### config.mk
export PLATFORM = sky130hd
export DESIGN_NAME = quoted_delimited_record_parser_flat
export DESIGN_NICKNAME = d
export VERILOG_FILES = /design/src/qdrp_pkg.sv /design/src/qdrp_if.sv /design/src/qdrp_cfg.sv /design/src/qdrp_parser.sv /design/src/quoted_delimited_record_parser.sv /design/src/flat_wrapper.sv
export SDC_FILE = /design/constraint.sdc
export NUM_CORES = 1
export LEC_CHECK = 0
export BUFFER_PORTS_ARGS = -buffer_cell sky130_fd_sc_hd__buf_2
export CORE_MARGIN = 4
export CORE_UTILIZATION = 45
export CTS_CLUSTER_DIAMETER = 40
export DETAILED_ROUTE_END_ITERATION = 10
export PLACE_DENSITY = 0.62
export SKIP_LAST_GASP = 1
export SLEW_MARGIN = 10
export SYNTH_ARGS = -nofsm -noshare
export SYNTH_HDL_FRONTEND = slang
export SYNTH_SLANG_ARGS = --single-unit
export TNS_END_PERCENT = 30
### constraint.sdc
create_clock -name i_clk -period 7.7 [get_ports i_clk]
set_input_delay 0.385 -clock i_clk [delete_from_list [all_inputs] [get_ports i_clk]]
set_output_delay 0.385 -clock i_clk [all_outputs]
set_load 0.02 [all_outputs]
### src/qdrp_pkg.sv
`timescale 1ns / 1ps

package qdrp_pkg;

    localparam int MAX_COLUMNS = 64;
    localparam int ROW_BITS    = 16;
    localparam int COL_BITS    = $clog2(MAX_COLUMNS);

    localparam logic [COL_BITS-1:0] COL_LAST = COL_BITS'(MAX_COLUMNS - 1);
    localparam logic [ROW_BITS-1:0] ROW_MAX  = {ROW_BITS{1'b1}};

    localparam logic [7:0] FIELD_SEP_RST  = 8'd59;
    localparam logic [7:0] RECORD_SEP_RST = 8'd10;
    localparam logic [7:0] QUOTE_RST      = 8'd124;

    typedef enum logic [1:0] {
        CFG_FIELD_SEP  = 2'd0,
        CFG_RECORD_SEP = 2'd1,
        CFG_QUOTE      = 2'd2
    } t_cfg_index;

    typedef enum logic [1:0] {
        QS_OUT = 2'd0,
        QS_IN  = 2'd1,
        QS_ESC = 2'd2
    } t_qstate;

    typedef enum logic [1:0] {
        EV_CONTENT = 2'd0,
        EV_FIELD   = 2'd1,
        EV_LINE    = 2'd2,
        EV_STATUS  = 2'd3
    } t_kind;

    typedef enum logic [2:0] {
        ST_OK        = 3'd0,
        ST_MISMATCH  = 3'd1,
        ST_NO_HEADER = 3'd2,
        ST_NO_DATA   = 3'd3,
        ST_TRAILING  = 3'd4,
        ST_OVERFLOW  = 3'd5
    } t_status;

    typedef struct packed {
        logic [7:0] field_sep;
        logic [7:0] record_sep;
        logic [7:0] quote;
    } t_cfg;

    typedef struct packed {
        logic       valid;
        t_kind      kind;
        logic [7:0] content;
        logic [5:0] column;
        logic [15:0] row;
        logic       header;
        logic       done;
        t_status    status;
    } t_event;

endpackage

### src/qdrp_if.sv
`timescale 1ns / 1ps

interface qdrp_in_if;
    logic       valid;
    logic       ready;
    logic [7:0] text_byte;
    logic       final_byte;

    modport source (output valid, text_byte, final_byte, input ready);
    modport sink   (input valid, text_byte, final_byte, output ready);
endinterface

interface qdrp_out_if;
    logic        valid;
    logic        ready;
    logic [1:0]  event_kind;
    logic [7:0]  content_byte;
    logic [5:0]  column_index;
    logic [15:0] row_index;
    logic        header_line;
    logic        reply_done;
    logic [2:0]  parse_status;

    modport source (output valid, event_kind, content_byte, column_index, row_index,
                    header_line, reply_done, parse_status, input ready);
    modport sink   (input valid, event_kind, content_byte, column_index, row_index,
                    header_line, reply_done, parse_status, output ready);
endinterface

interface qdrp_cfg_if;
    logic       valid;
    logic       ready;
    logic [1:0] index;
    logic [7:0] data;

    modport source (output valid, index, data, input ready);
    modport sink   (input valid, index, data, output ready);
endinterface

### src/qdrp_cfg.sv
`timescale 1ns / 1ps

module qdrp_cfg (
    input  logic          i_clk,
    input  logic          i_rst_n,
    qdrp_cfg_if.sink      i_cfg,
    output qdrp_pkg::t_cfg o_cfg
);
    import qdrp_pkg::*;

    t_cfg r_cfg;

    assign i_cfg.ready = 1'b1;
    assign o_cfg       = r_cfg;

    always_ff @(posedge i_clk) begin
        if (!i_rst_n) begin
            r_cfg.field_sep  <= FIELD_SEP_RST;
            r_cfg.record_sep <= RECORD_SEP_RST;
            r_cfg.quote      <= QUOTE_RST;
        end else if (i_cfg.valid) begin
            unique case (i_cfg.index)
                CFG_FIELD_SEP:  r_cfg.field_sep  <= i_cfg.data;
                CFG_RECORD_SEP: r_cfg.record_sep <= i_cfg.data;
                CFG_QUOTE:      r_cfg.quote      <= i_cfg.data;
                default: ;
            endcase
        end
    end

endmodule

### src/qdrp_parser.sv
`timescale 1ns / 1ps

module qdrp_parser (
    input  logic             i_clk,
    input  logic             i_rst_n,
    input  logic             i_step,
    input  logic [7:0]       i_byte,
    input  logic             i_final,
    input  qdrp_pkg::t_cfg   i_cfg,
    output qdrp_pkg::t_event o_event
);
    import qdrp_pkg::*;

    t_qstate               r_qstate, n_qstate;
    logic [COL_BITS-1:0]   r_col, n_col;
    logic [COL_BITS:0]     r_hdr_cols, n_hdr_cols;
    logic                  r_in_header, n_in_header;
    logic [ROW_BITS-1:0]   r_rows, n_rows;
    t_status               r_err, n_err;

    logic is_q, is_rs, is_fs, quoted_content, normal;
    logic [COL_BITS:0] count;

    assign is_q  = (i_byte == i_cfg.quote);
    assign is_rs = (i_byte == i_cfg.record_sep);
    assign is_fs = (i_byte == i_cfg.field_sep);
    assign quoted_content = ((r_qstate == QS_IN) && !is_q) || ((r_qstate == QS_ESC) && is_q);
    assign normal = (r_qstate == QS_OUT) || ((r_qstate == QS_ESC) && !is_q);
    assign count  = {1'b0, r_col} + 1'b1;

    // quote tracking
    always_comb begin
        n_qstate = r_qstate;
        if (r_err == ST_OK) begin
            unique case (r_qstate)
                QS_OUT:  n_qstate = is_q ? QS_IN : QS_OUT;
                QS_IN:   n_qstate = is_q ? QS_ESC : QS_IN;
                QS_ESC:  n_qstate = is_q ? QS_IN : QS_OUT;
                default: n_qstate = QS_OUT;
            endcase
        end
        if (i_final) begin
            n_qstate = QS_OUT;
        end
    end

    // events, counters and status
    always_comb begin
        n_col       = r_col;
        n_hdr_cols  = r_hdr_cols;
        n_in_header = r_in_header;
        n_rows      = r_rows;
        n_err       = r_err;
        o_event     = '0;
        o_event.kind    = EV_CONTENT;
        o_event.status  = ST_OK;
        o_event.content = i_byte;
        o_event.column  = 6'(r_col);
        o_event.row     = r_in_header ? 16'd0 : 16'(r_rows);
        o_event.header  = r_in_header;

        if (r_err == ST_OK) begin
            if (quoted_content) begin
                o_event.valid = 1'b1;
            end else if (normal) begin
                priority if (is_rs) begin
                    o_event.kind    = EV_LINE;
                    o_event.content = 8'd0;
                    if (r_in_header) begin
                        n_hdr_cols    = count;
                        n_in_header   = 1'b0;
                        n_col         = '0;
                        o_event.valid = 1'b1;
                    end else if (count != r_hdr_cols) begin
                        n_err = ST_MISMATCH;
                    end else if (r_rows == ROW_MAX) begin
                        n_err = ST_OVERFLOW;
                    end else begin
                        n_rows        = r_rows + 1'b1;
                        n_col         = '0;
                        o_event.valid = 1'b1;
                    end
                end else if (is_fs) begin
                    o_event.kind    = EV_FIELD;
                    o_event.content = 8'd0;
                    if (r_col == COL_LAST) begin
                        n_err = ST_OVERFLOW;
                    end else begin
                        n_col         = r_col + 1'b1;
                        o_event.valid = 1'b1;
                    end
                end else if (!is_q) begin
                    o_event.valid = 1'b1;
                end else begin
                    o_event.valid = 1'b0;
                end
            end
        end

        if (i_final) begin
            o_event.done = 1'b1;
            priority if (n_err != ST_OK) o_event.status = n_err;
            else if (n_in_header)        o_event.status = ST_NO_HEADER;
            else if (n_rows == '0)       o_event.status = ST_NO_DATA;
            else if (n_col != '0)        o_event.status = ST_TRAILING;
            else                         o_event.status = ST_OK;
            if (!o_event.valid) begin
                o_event.kind    = EV_STATUS;
                o_event.content = 8'd0;
                o_event.column  = 6'd0;
                o_event.row     = 16'd0;
                o_event.header  = 1'b0;
            end
            o_event.valid = 1'b1;
            n_col       = '0;
            n_hdr_cols  = '0;
            n_in_header = 1'b1;
            n_rows      = '0;
            n_err       = ST_OK;
        end
    end

    always_ff @(posedge i_clk) begin
        if (!i_rst_n) begin
            r_qstate    <= QS_OUT;
            r_col       <= '0;
            r_hdr_cols  <= '0;
            r_in_header <= 1'b1;
            r_rows      <= '0;
            r_err       <= ST_OK;
        end else if (i_step) begin
            r_qstate    <= n_qstate;
            r_col       <= n_col;
            r_hdr_cols  <= n_hdr_cols;
            r_in_header <= n_in_header;
            r_rows      <= n_rows;
            r_err       <= n_err;
        end
    end

    a_err_silent: assert property (@(posedge i_clk) disable iff (!i_rst_n)
        (r_err != ST_OK) && !i_final |-> !o_event.valid)
        else $error("event produced after an error");

    a_err_sticky: assert property (@(posedge i_clk) disable iff (!i_rst_n)
        i_step && (r_err != ST_OK) && !i_final |=> r_err == $past(r_err))
        else $error("error code changed before end of reply");

endmodule

### src/quoted_delimited_record_parser.sv
`timescale 1ns / 1ps
// Path from input beat to result beat: input register, then result register.
// Throughput: one byte per cycle unless o_out.ready holds the result register; the
// per-byte compare and counter update sits between the two registers.
// Reset: synchronous active-low; parse state cleared, separators back to ';' LF '|'.
// Parse state also clears itself after the beat marked final_byte.

module quoted_delimited_record_parser (
    input  logic       i_clk,
    input  logic       i_rst_n,
    qdrp_in_if.sink    i_in,
    qdrp_cfg_if.sink   i_cfg,
    qdrp_out_if.source o_out
);
    import qdrp_pkg::*;

    t_cfg   cfg;
    t_event ev;

    logic       r_in_valid;
    logic [7:0] r_byte;
    logic       r_final;
    logic       r_out_valid;
    t_event     r_out;
    logic       out_free, step;

    assign out_free   = !r_out_valid || o_out.ready;
    assign step       = r_in_valid && out_free;
    assign i_in.ready = !r_in_valid || out_free;

    qdrp_cfg u_cfg (
        .i_clk   (i_clk),
        .i_rst_n (i_rst_n),
        .i_cfg   (i_cfg),
        .o_cfg   (cfg)
    );

    qdrp_parser u_parser (
        .i_clk   (i_clk),
        .i_rst_n (i_rst_n),
        .i_step  (step),
        .i_byte  (r_byte),
        .i_final (r_final),
        .i_cfg   (cfg),
        .o_event (ev)
    );

    always_ff @(posedge i_clk) begin
        if (!i_rst_n) begin
            r_in_valid <= 1'b0;
        end else if (i_in.ready) begin
            r_in_valid <= i_in.valid;
        end
    end

    always_ff @(posedge i_clk) begin
        if (i_in.valid && i_in.ready) begin
            r_byte  <= i_in.text_byte;
            r_final <= i_in.final_byte;
        end
    end

    always_ff @(posedge i_clk) begin
        if (!i_rst_n) begin
            r_out_valid <= 1'b0;
        end else if (out_free) begin
            r_out_valid <= step && ev.valid;
        end
    end

    always_ff @(posedge i_clk) begin
        if (step && ev.valid) begin
            r_out <= ev;
        end
    end

    assign o_out.valid        = r_out_valid;
    assign o_out.event_kind   = r_out.kind;
    assign o_out.content_byte = r_out.content;
    assign o_out.column_index = r_out.column;
    assign o_out.row_index    = r_out.row;
    assign o_out.header_line  = r_out.header;
    assign o_out.reply_done   = r_out.done;
    assign o_out.parse_status = r_out.status;

    a_status_kind: assert property (@(posedge i_clk) disable iff (!i_rst_n)
        r_out_valid && (r_out.kind == EV_STATUS) |->
            r_out.done && (r_out.column == 6'd0) && (r_out.row == 16'd0) && !r_out.header)
        else $error("status-only beat carries position data");

    a_status_done: assert property (@(posedge i_clk) disable iff (!i_rst_n)
        r_out_valid && (r_out.status != ST_OK) |-> r_out.done)
        else $error("parse status without reply_done");

    a_in_hold: assert property (@(posedge i_clk) disable iff (!i_rst_n)
        r_in_valid && !out_free |=> r_in_valid && $stable(r_byte) && $stable(r_final))
        else $error("input stage lost a byte while stalled");

endmodule
### src/flat_wrapper.sv
// flat-port wrapper written by rule: the top's interface ports become plain ports
module quoted_delimited_record_parser_flat import qdrp_pkg::*;
  (i_clk, i_rst_n, i_in_valid, i_in_text_byte, i_in_final_byte, i_in_ready, i_cfg_valid, i_cfg_index, i_cfg_data, i_cfg_ready, o_out_valid, o_out_event_kind, o_out_content_byte, o_out_column_index, o_out_row_index, o_out_header_line, o_out_reply_done, o_out_parse_status, o_out_ready);
  qdrp_in_if i_in_i ();
  qdrp_cfg_if i_cfg_i ();
  qdrp_out_if o_out_i ();
  input  logic i_clk;
  input  logic i_rst_n;
  input wire logic [$bits(i_in_i.valid)-1:0] i_in_valid;
  input wire logic [$bits(i_in_i.text_byte)-1:0] i_in_text_byte;
  input wire logic [$bits(i_in_i.final_byte)-1:0] i_in_final_byte;
  output wire logic [$bits(i_in_i.ready)-1:0] i_in_ready;
  input wire logic [$bits(i_cfg_i.valid)-1:0] i_cfg_valid;
  input wire logic [$bits(i_cfg_i.index)-1:0] i_cfg_index;
  input wire logic [$bits(i_cfg_i.data)-1:0] i_cfg_data;
  output wire logic [$bits(i_cfg_i.ready)-1:0] i_cfg_ready;
  output wire logic [$bits(o_out_i.valid)-1:0] o_out_valid;
  output wire logic [$bits(o_out_i.event_kind)-1:0] o_out_event_kind;
  output wire logic [$bits(o_out_i.content_byte)-1:0] o_out_content_byte;
  output wire logic [$bits(o_out_i.column_index)-1:0] o_out_column_index;
  output wire logic [$bits(o_out_i.row_index)-1:0] o_out_row_index;
  output wire logic [$bits(o_out_i.header_line)-1:0] o_out_header_line;
  output wire logic [$bits(o_out_i.reply_done)-1:0] o_out_reply_done;
  output wire logic [$bits(o_out_i.parse_status)-1:0] o_out_parse_status;
  input wire logic [$bits(o_out_i.ready)-1:0] o_out_ready;
  assign i_in_i.valid = i_in_valid;
  assign i_in_i.text_byte = i_in_text_byte;
  assign i_in_i.final_byte = i_in_final_byte;
  assign i_in_ready = i_in_i.ready;
  assign i_cfg_i.valid = i_cfg_valid;
  assign i_cfg_i.index = i_cfg_index;
  assign i_cfg_i.data = i_cfg_data;
  assign i_cfg_ready = i_cfg_i.ready;
  assign o_out_valid = o_out_i.valid;
  assign o_out_event_kind = o_out_i.event_kind;
  assign o_out_content_byte = o_out_i.content_byte;
  assign o_out_column_index = o_out_i.column_index;
  assign o_out_row_index = o_out_i.row_index;
  assign o_out_header_line = o_out_i.header_line;
  assign o_out_reply_done = o_out_i.reply_done;
  assign o_out_parse_status = o_out_i.parse_status;
  assign o_out_i.ready = o_out_ready;
  quoted_delimited_record_parser u_core (.i_clk(i_clk), .i_rst_n(i_rst_n), .i_in(i_in_i), .i_cfg(i_cfg_i), .o_out(o_out_i));
endmodule
# ---- After elaboration in Yosys (flattened, before gate mapping)
# Index checks and enable logic that the tools add are counted.
# Widths: inputs -> output; s select.
dict set report word_totals {
  register_bits 107
  inputBits 24
  out_inout_bits 40
  wordCells 126
}
dict set report classes {
  n_mux 63
  n_reduce_logical 29
  add_sub_neg 3
  eq_ne 11
}
# cell count
set op_table {}
lappend op_table {{$mux 16} 9}
lappend op_table {{$mux 6} 10}
lappend op_table {{$mux 3} 14}
lappend op_table {{$mux 7} 6}
lappend op_table {{$mux 38} 1}
lappend op_table {{$mux 11} 3}
lappend op_table {{$mux 33} 1}
lappend op_table {{$eq 8x8->1} 3}
lappend op_table {{$add 16x1->16 const B} 1}
lappend op_table {{$eq 16x16->1 const B} 1}
lappend op_table {{$logic_not 16->1} 1}
lappend op_table {{$mux 1} 13}
lappend op_table {{$mux 10} 1}
lappend op_table {{$mux 9} 1}
lappend op_table {{$reduce_and 2->1} 4}
lappend op_table {{$reduce_bool 2->1} 4}
lappend op_table {{$add 6x1->7 const B} 1}
lappend op_table {{$ne 7x7->1} 1}
lappend op_table {{$add 6x1->6 const B} 1}
lappend op_table {{$eq 6x6->1 const B} 1}
lappend op_table {{$logic_and 1x1->1} 6}
lappend op_table {{$mux 2} 3}
lappend op_table {{$reduce_and 6->1} 1}
lappend op_table {{$reduce_bool 6->1} 1}
lappend op_table {{other kinds (10)} 18}

# ---- Longest topological paths before layout
dict set report depth {
  ltp_word 15
  ltp_mapped 10
  ltp_nobuf 10
}

# ---- Hierarchy
# Synthesis repeated with hierarchy kept, for this count alone.
dict set report hier_totals {
  cells_unflattened 581
  area_unflattened_um2 5584.1
}
# mod area_each_um2 seq_area_each_um2 cells_each instances
set modules_own_cells {}
lappend modules_own_cells {qdrp_parser 3089.2 700.7 422 1}
lappend modules_own_cells {quoted_delimited_record_parser 1493.9 1421.4 59 1}
lappend modules_own_cells {qdrp_cfg 1001.0 480.5 100 1}

# ---- Worst setup path before layout
# OpenSTA, ideal clock, no wires.
dict set report synth_path {
  path_kind {register -> register}
  from {reg u_core.u_parser.r_col[1]}
  to {reg u_core.r_out (netlist bit u_core.o_out.column_index[0]), enable pin}
  arrival_time_ns 3.885
  t_required_ns 7.255
  setup_slack_ns 3.370
  path_stages_with_launch 9
  setup_ns 0.445
  path_cell_list {dfxtp_1 -> ha_1 -> nand3_1 -> xnor2_1 -> nor4b_4 -> nand4_4 -> a221oi_1 -> o21ai_1 -> a21oi_1}
}
dict set report synth_via {
  elab_chain_cells 10
}
# element line
set synth_lines {}
lappend synth_lines {{from (decl)} qdrp_parser.sv:15} ;# logic [COL_BITS-1:0] r_col, n_col;
lappend synth_lines {{from (signal assigned)} qdrp_parser.sv:133} ;# r_col <= n_col;
lappend synth_lines {{$add 6x1->7} qdrp_parser.sv:29} ;# assign count = {1'b0, r_col} + 1'b1;
lappend synth_lines {{$ne 7x7->1} qdrp_parser.sv:74} ;# end else if (count != r_hdr_cols) begin
lappend synth_lines {{$mux 1} qdrp_parser.sv:74}
lappend synth_lines {{$mux 1} qdrp_parser.sv:69} ;# if (r_in_header) begin
lappend synth_lines {{$mux 11 *} qdrp_parser.sv:66} ;# priority if (is_rs) begin
lappend synth_lines {{$mux 11 *} qdrp_parser.sv:65} ;# end else if (normal) begin
lappend synth_lines {{$mux 1 *} qdrp_parser.sv:63} ;# if (quoted_content) begin
lappend synth_lines {{$mux 11 *} qdrp_parser.sv:62} ;# if (r_err == ST_OK) begin
lappend synth_lines {{$mux 38 *} qdrp_parser.sv:100} ;# if (i_final) begin
lappend synth_lines {{$logic_and 1x1->1 *} quoted_delimited_record_parser.sv:72} ;# if (step && ev.valid) begin
lappend synth_lines {{to (signal assigned)} quoted_delimited_record_parser.sv:73} ;# r_out <= ev;
lappend synth_lines {{to (decl)} quoted_delimited_record_parser.sv:24} ;# t_event r_out;
# Every way passes the cells marked *; elsewhere a longest branch is shown, timed or not.
# A chain may end at the register's enable or synchronous reset.

==> flow_summary.ini <==
[layout]
instances_no_fill = 754
final_common_cell = nand2_1
n_fill_cell = 1074
layout-drive-gt1-share = 0.1522
fin_nets = 632
final_cell_mix = 70 x nand2_1, 62 x buf_2, 61 x dfxtp_1, 46 x edfxtp_1, 32 x and3_1
final_util = 0.5237
fin_area_um2 = 6031
diodes = 0
area_growth_syn_to_layout_pct = 12.85

[sta]
rsz0062_at_grt = false
clock_skew_ns = 0.005689
hold_viol_final = 0
finalSetupTns_ns = 0
setup_viol = 0
fin_crit_sh = 0.4814
final_max_slew_viol_count = 0
fin_crit_ns = 3.707
fmax_mhz = 269.8
tightest_slew_ns = 1.138
slew_headroom = 0.2399

[power_and_ir_drop]
vdd_drop_max_v = 0.0001093
pwr_density_cell_nw_per_um2 = 190.7
p_leak_uw = 0.002309

[critical_path]
reg2reg_slack_ns = 3.99
r2r-end = u_core.o_out.event_kind[1]
crit_chain = ha_1, nand3_1, o21ai_0, nor4b_4, nand4_4, a221oi_1, o21ai_1, nand2_1, nand2_1
endpoint_kind = flip-flop
slowest_stage = nand2_1
cp.required_ns = 7.76
crit_path_frequent_cell = nand2_1
cp_slowest_stage_delay_ns = 0.80
reg2reg_depth = 9
rr_startpoint = u_core.u_parser.r_col[0]
start_kind = flip-flop
crit_type = reg -> reg
crit_arrival_ns = 3.77
crit_fanout = 31

[cts]
cts_tree = built
numCtsBuffers = 9
clockBufferDepth = 2
ctsHoldBuffers = 0
root_buffer = clkbuf_16
insertion_delay_ns = 0.35
cts_num_sinks = 107
cts_resized = 0
clk_pin_slew_ns = 0.07
post_cts_buffers = 0
h-tree-depth = 3

[logic_synthesis]
synth.avg_cell_area_um2 = 9.543
ys_warn_count = 0
synthFlopType = dfxtp_1
synthCells = 560
ys_types = 67
synth-seq-area-share = 0.4870
syn_area_um2 = 5344
synth_edf_count = 46
async_flop_share = 0
syn_nets = 586
ys_ff_latch = 107

[floorplan]
initial_core_util = 0.4640
die-area_um2 = 13680
die_y_um = 117.0
io_pins = 64
design.core.area_um2 = 11520
std_cell_rows = 39
dieWidth_um = 117.0

[min_path]
hp-class = in -> reg
min_from = i_in_text_byte[3]
hold_depth = 1
min_to = u_core.r_byte[3]

[detailed_routing]
final_antenna_net_count = 0
route.detailed.drc = 0
drt_iter0_markers = 263
routed_wl_um = 12960
vias = 4332
wl_per_cell_um = 17.18
drt-pass1-iter-count = 5
vias_per_cell = 5.745

[placement]
gp_congestion = 0.8474
dp_cells = 738
io_buffers = 62
place_area_um2 = 5746
hpwl_um = 8888

[run_status]
status = completed

[grt]
grt_pass1_vias = 4040
overflow = 0
grt_usage = 0.1948
grt_pass1_wl_um = 20800
grt_max_degree = 59
antenna_found_initial = 0

[flow_run]
cap_violations = 0
## state kept, by name (all words and copies together), names as in the netlist, 3 cells and up
signal                      flops
u_core.u_cfg.o_cfg             24
u_core.o_out.content_byte       8
u_core.o_out.row_index         16
u_core.u_parser.r_rows         16
u_core.o_out.column_index       6
u_core.r_byte                   8
u_core.u_parser.r_col           6
u_core.u_parser.r_hdr_cols      7
u_core.u_parser.r_err           3
u_core.o_out.parse_status       3
## per-stage QoR
step	hold slack, ns	power, uW	worst slack, ns
after detailed placement	0.4803	717.7	4.001
after floorplan	0.4561	685.7	3.370
after CTS	0.1975	1157	3.978
final	0.2062	1150	3.993
after global routing	0.1980	1192	3.648
after global placement	0.4680	716.9	4.066
## worst max-delay path by stage
stage                             start                      endpoint  slack [ns]
5_1_grt        u_core.u_parser.r_col[0]    u_core.o_out.event_kind[1]        3.65
6_report       u_core.u_parser.r_col[0]    u_core.o_out.event_kind[1]        3.99
3_5_place_dp   u_core.u_parser.r_col[0]    u_core.o_out.event_kind[1]        4.00
2_1_floorplan  u_core.u_parser.r_col[1]  u_core.o_out.column_index[0]        3.37
3_3_place_gp   u_core.u_parser.r_col[0]    u_core.o_out.event_kind[1]        4.07
4_1_cts        u_core.u_parser.r_col[0]    u_core.o_out.event_kind[1]        3.98
## routing by layer
metal / up-vias / global-route usage / share of wire
li1: 2131 / - / -
met2: 136 / 0.2905 / 0.44
met5: - / 0 / 0
met1: 2048 / 0.2869 / 0.48
met3: 17 / 0.03599 / 0.060
met4: 0 / 0.06193 / 0.019
## kinds of logic (layout without fill, tap and decap cells)
logic type / after synthesis / after routing / synth area share
other: 1 / 1 / 0.0007017
AOI/OAI and AO/OA: 117 / 117 / 0.1449
xor gates and xnor gates: 39 / 39 / 0.06392
muxes: 10 / 10 / 0.01897
adders and majority gates: 2 / 2 / 0.004682
and+or+nand+nor: 245 / 245 / 0.2501
DFF: 107 / 107 / 0.4870
buffers and inverters: 39 / 90 / 0.02973
## cells in the mapped netlist, drive strengths merged (3+ instances only)
master,number,share of area
xor2,15,0.025
nand2b,3,0.0035
nand3,23,0.022
a31oi,9,0.011
dfxtp,61,0.23
nor2b,26,0.030
or3,6,0.0080
a21oi,22,0.021
a21o,3,0.0042
clkbuf,22,0.015
inv,7,0.0049
a22o,3,0.0049
nor2,26,0.020
and3,32,0.037
nor3b,5,0.0070
a22oi,12,0.017
nor4,7,0.0094
o21ai,29,0.027
xnor2,24,0.039
nor3,10,0.010
and2,14,0.016
edfxtp,46,0.26
nand2,70,0.049
mux2i,9,0.017
nand4,10,0.015
and4,3,0.0049
a21boi,15,0.021
buf,9,0.0087
## layout make-up
class,count,area [um2],share of cell area
Clock buffer,9,225.2,0.03734
Multi-Input combinational cell,414,2594,0.4301
Clock inverter,7,60.06,0.009959
Inverter,8,30.03,0.004979
Timing Repair Buffer,66,340.3,0.05643
Tap cell,143,178.9,0.02967
Sequential cell,107,2603,0.4315
## where the power goes
group	internal [uW]	total, uW	switching (uW)	leakage, uW
sequential	609	619	10.2	0.000915
combinational	31.1	85.8	54.8	0.00126
clock	225	445	219	0.000137
## critical path, delay by kind of cell (launching register included)
| kind | cells | cell delay (ns) |
|---|---|---|
| flops | 1 | 0.54 |
| simple gates | 5 | 1.77 |
| fa+ha+maj | 1 | 0.30 |
| compound gates | 3 | 0.79 |
Power figures use the tool's default switching activity.
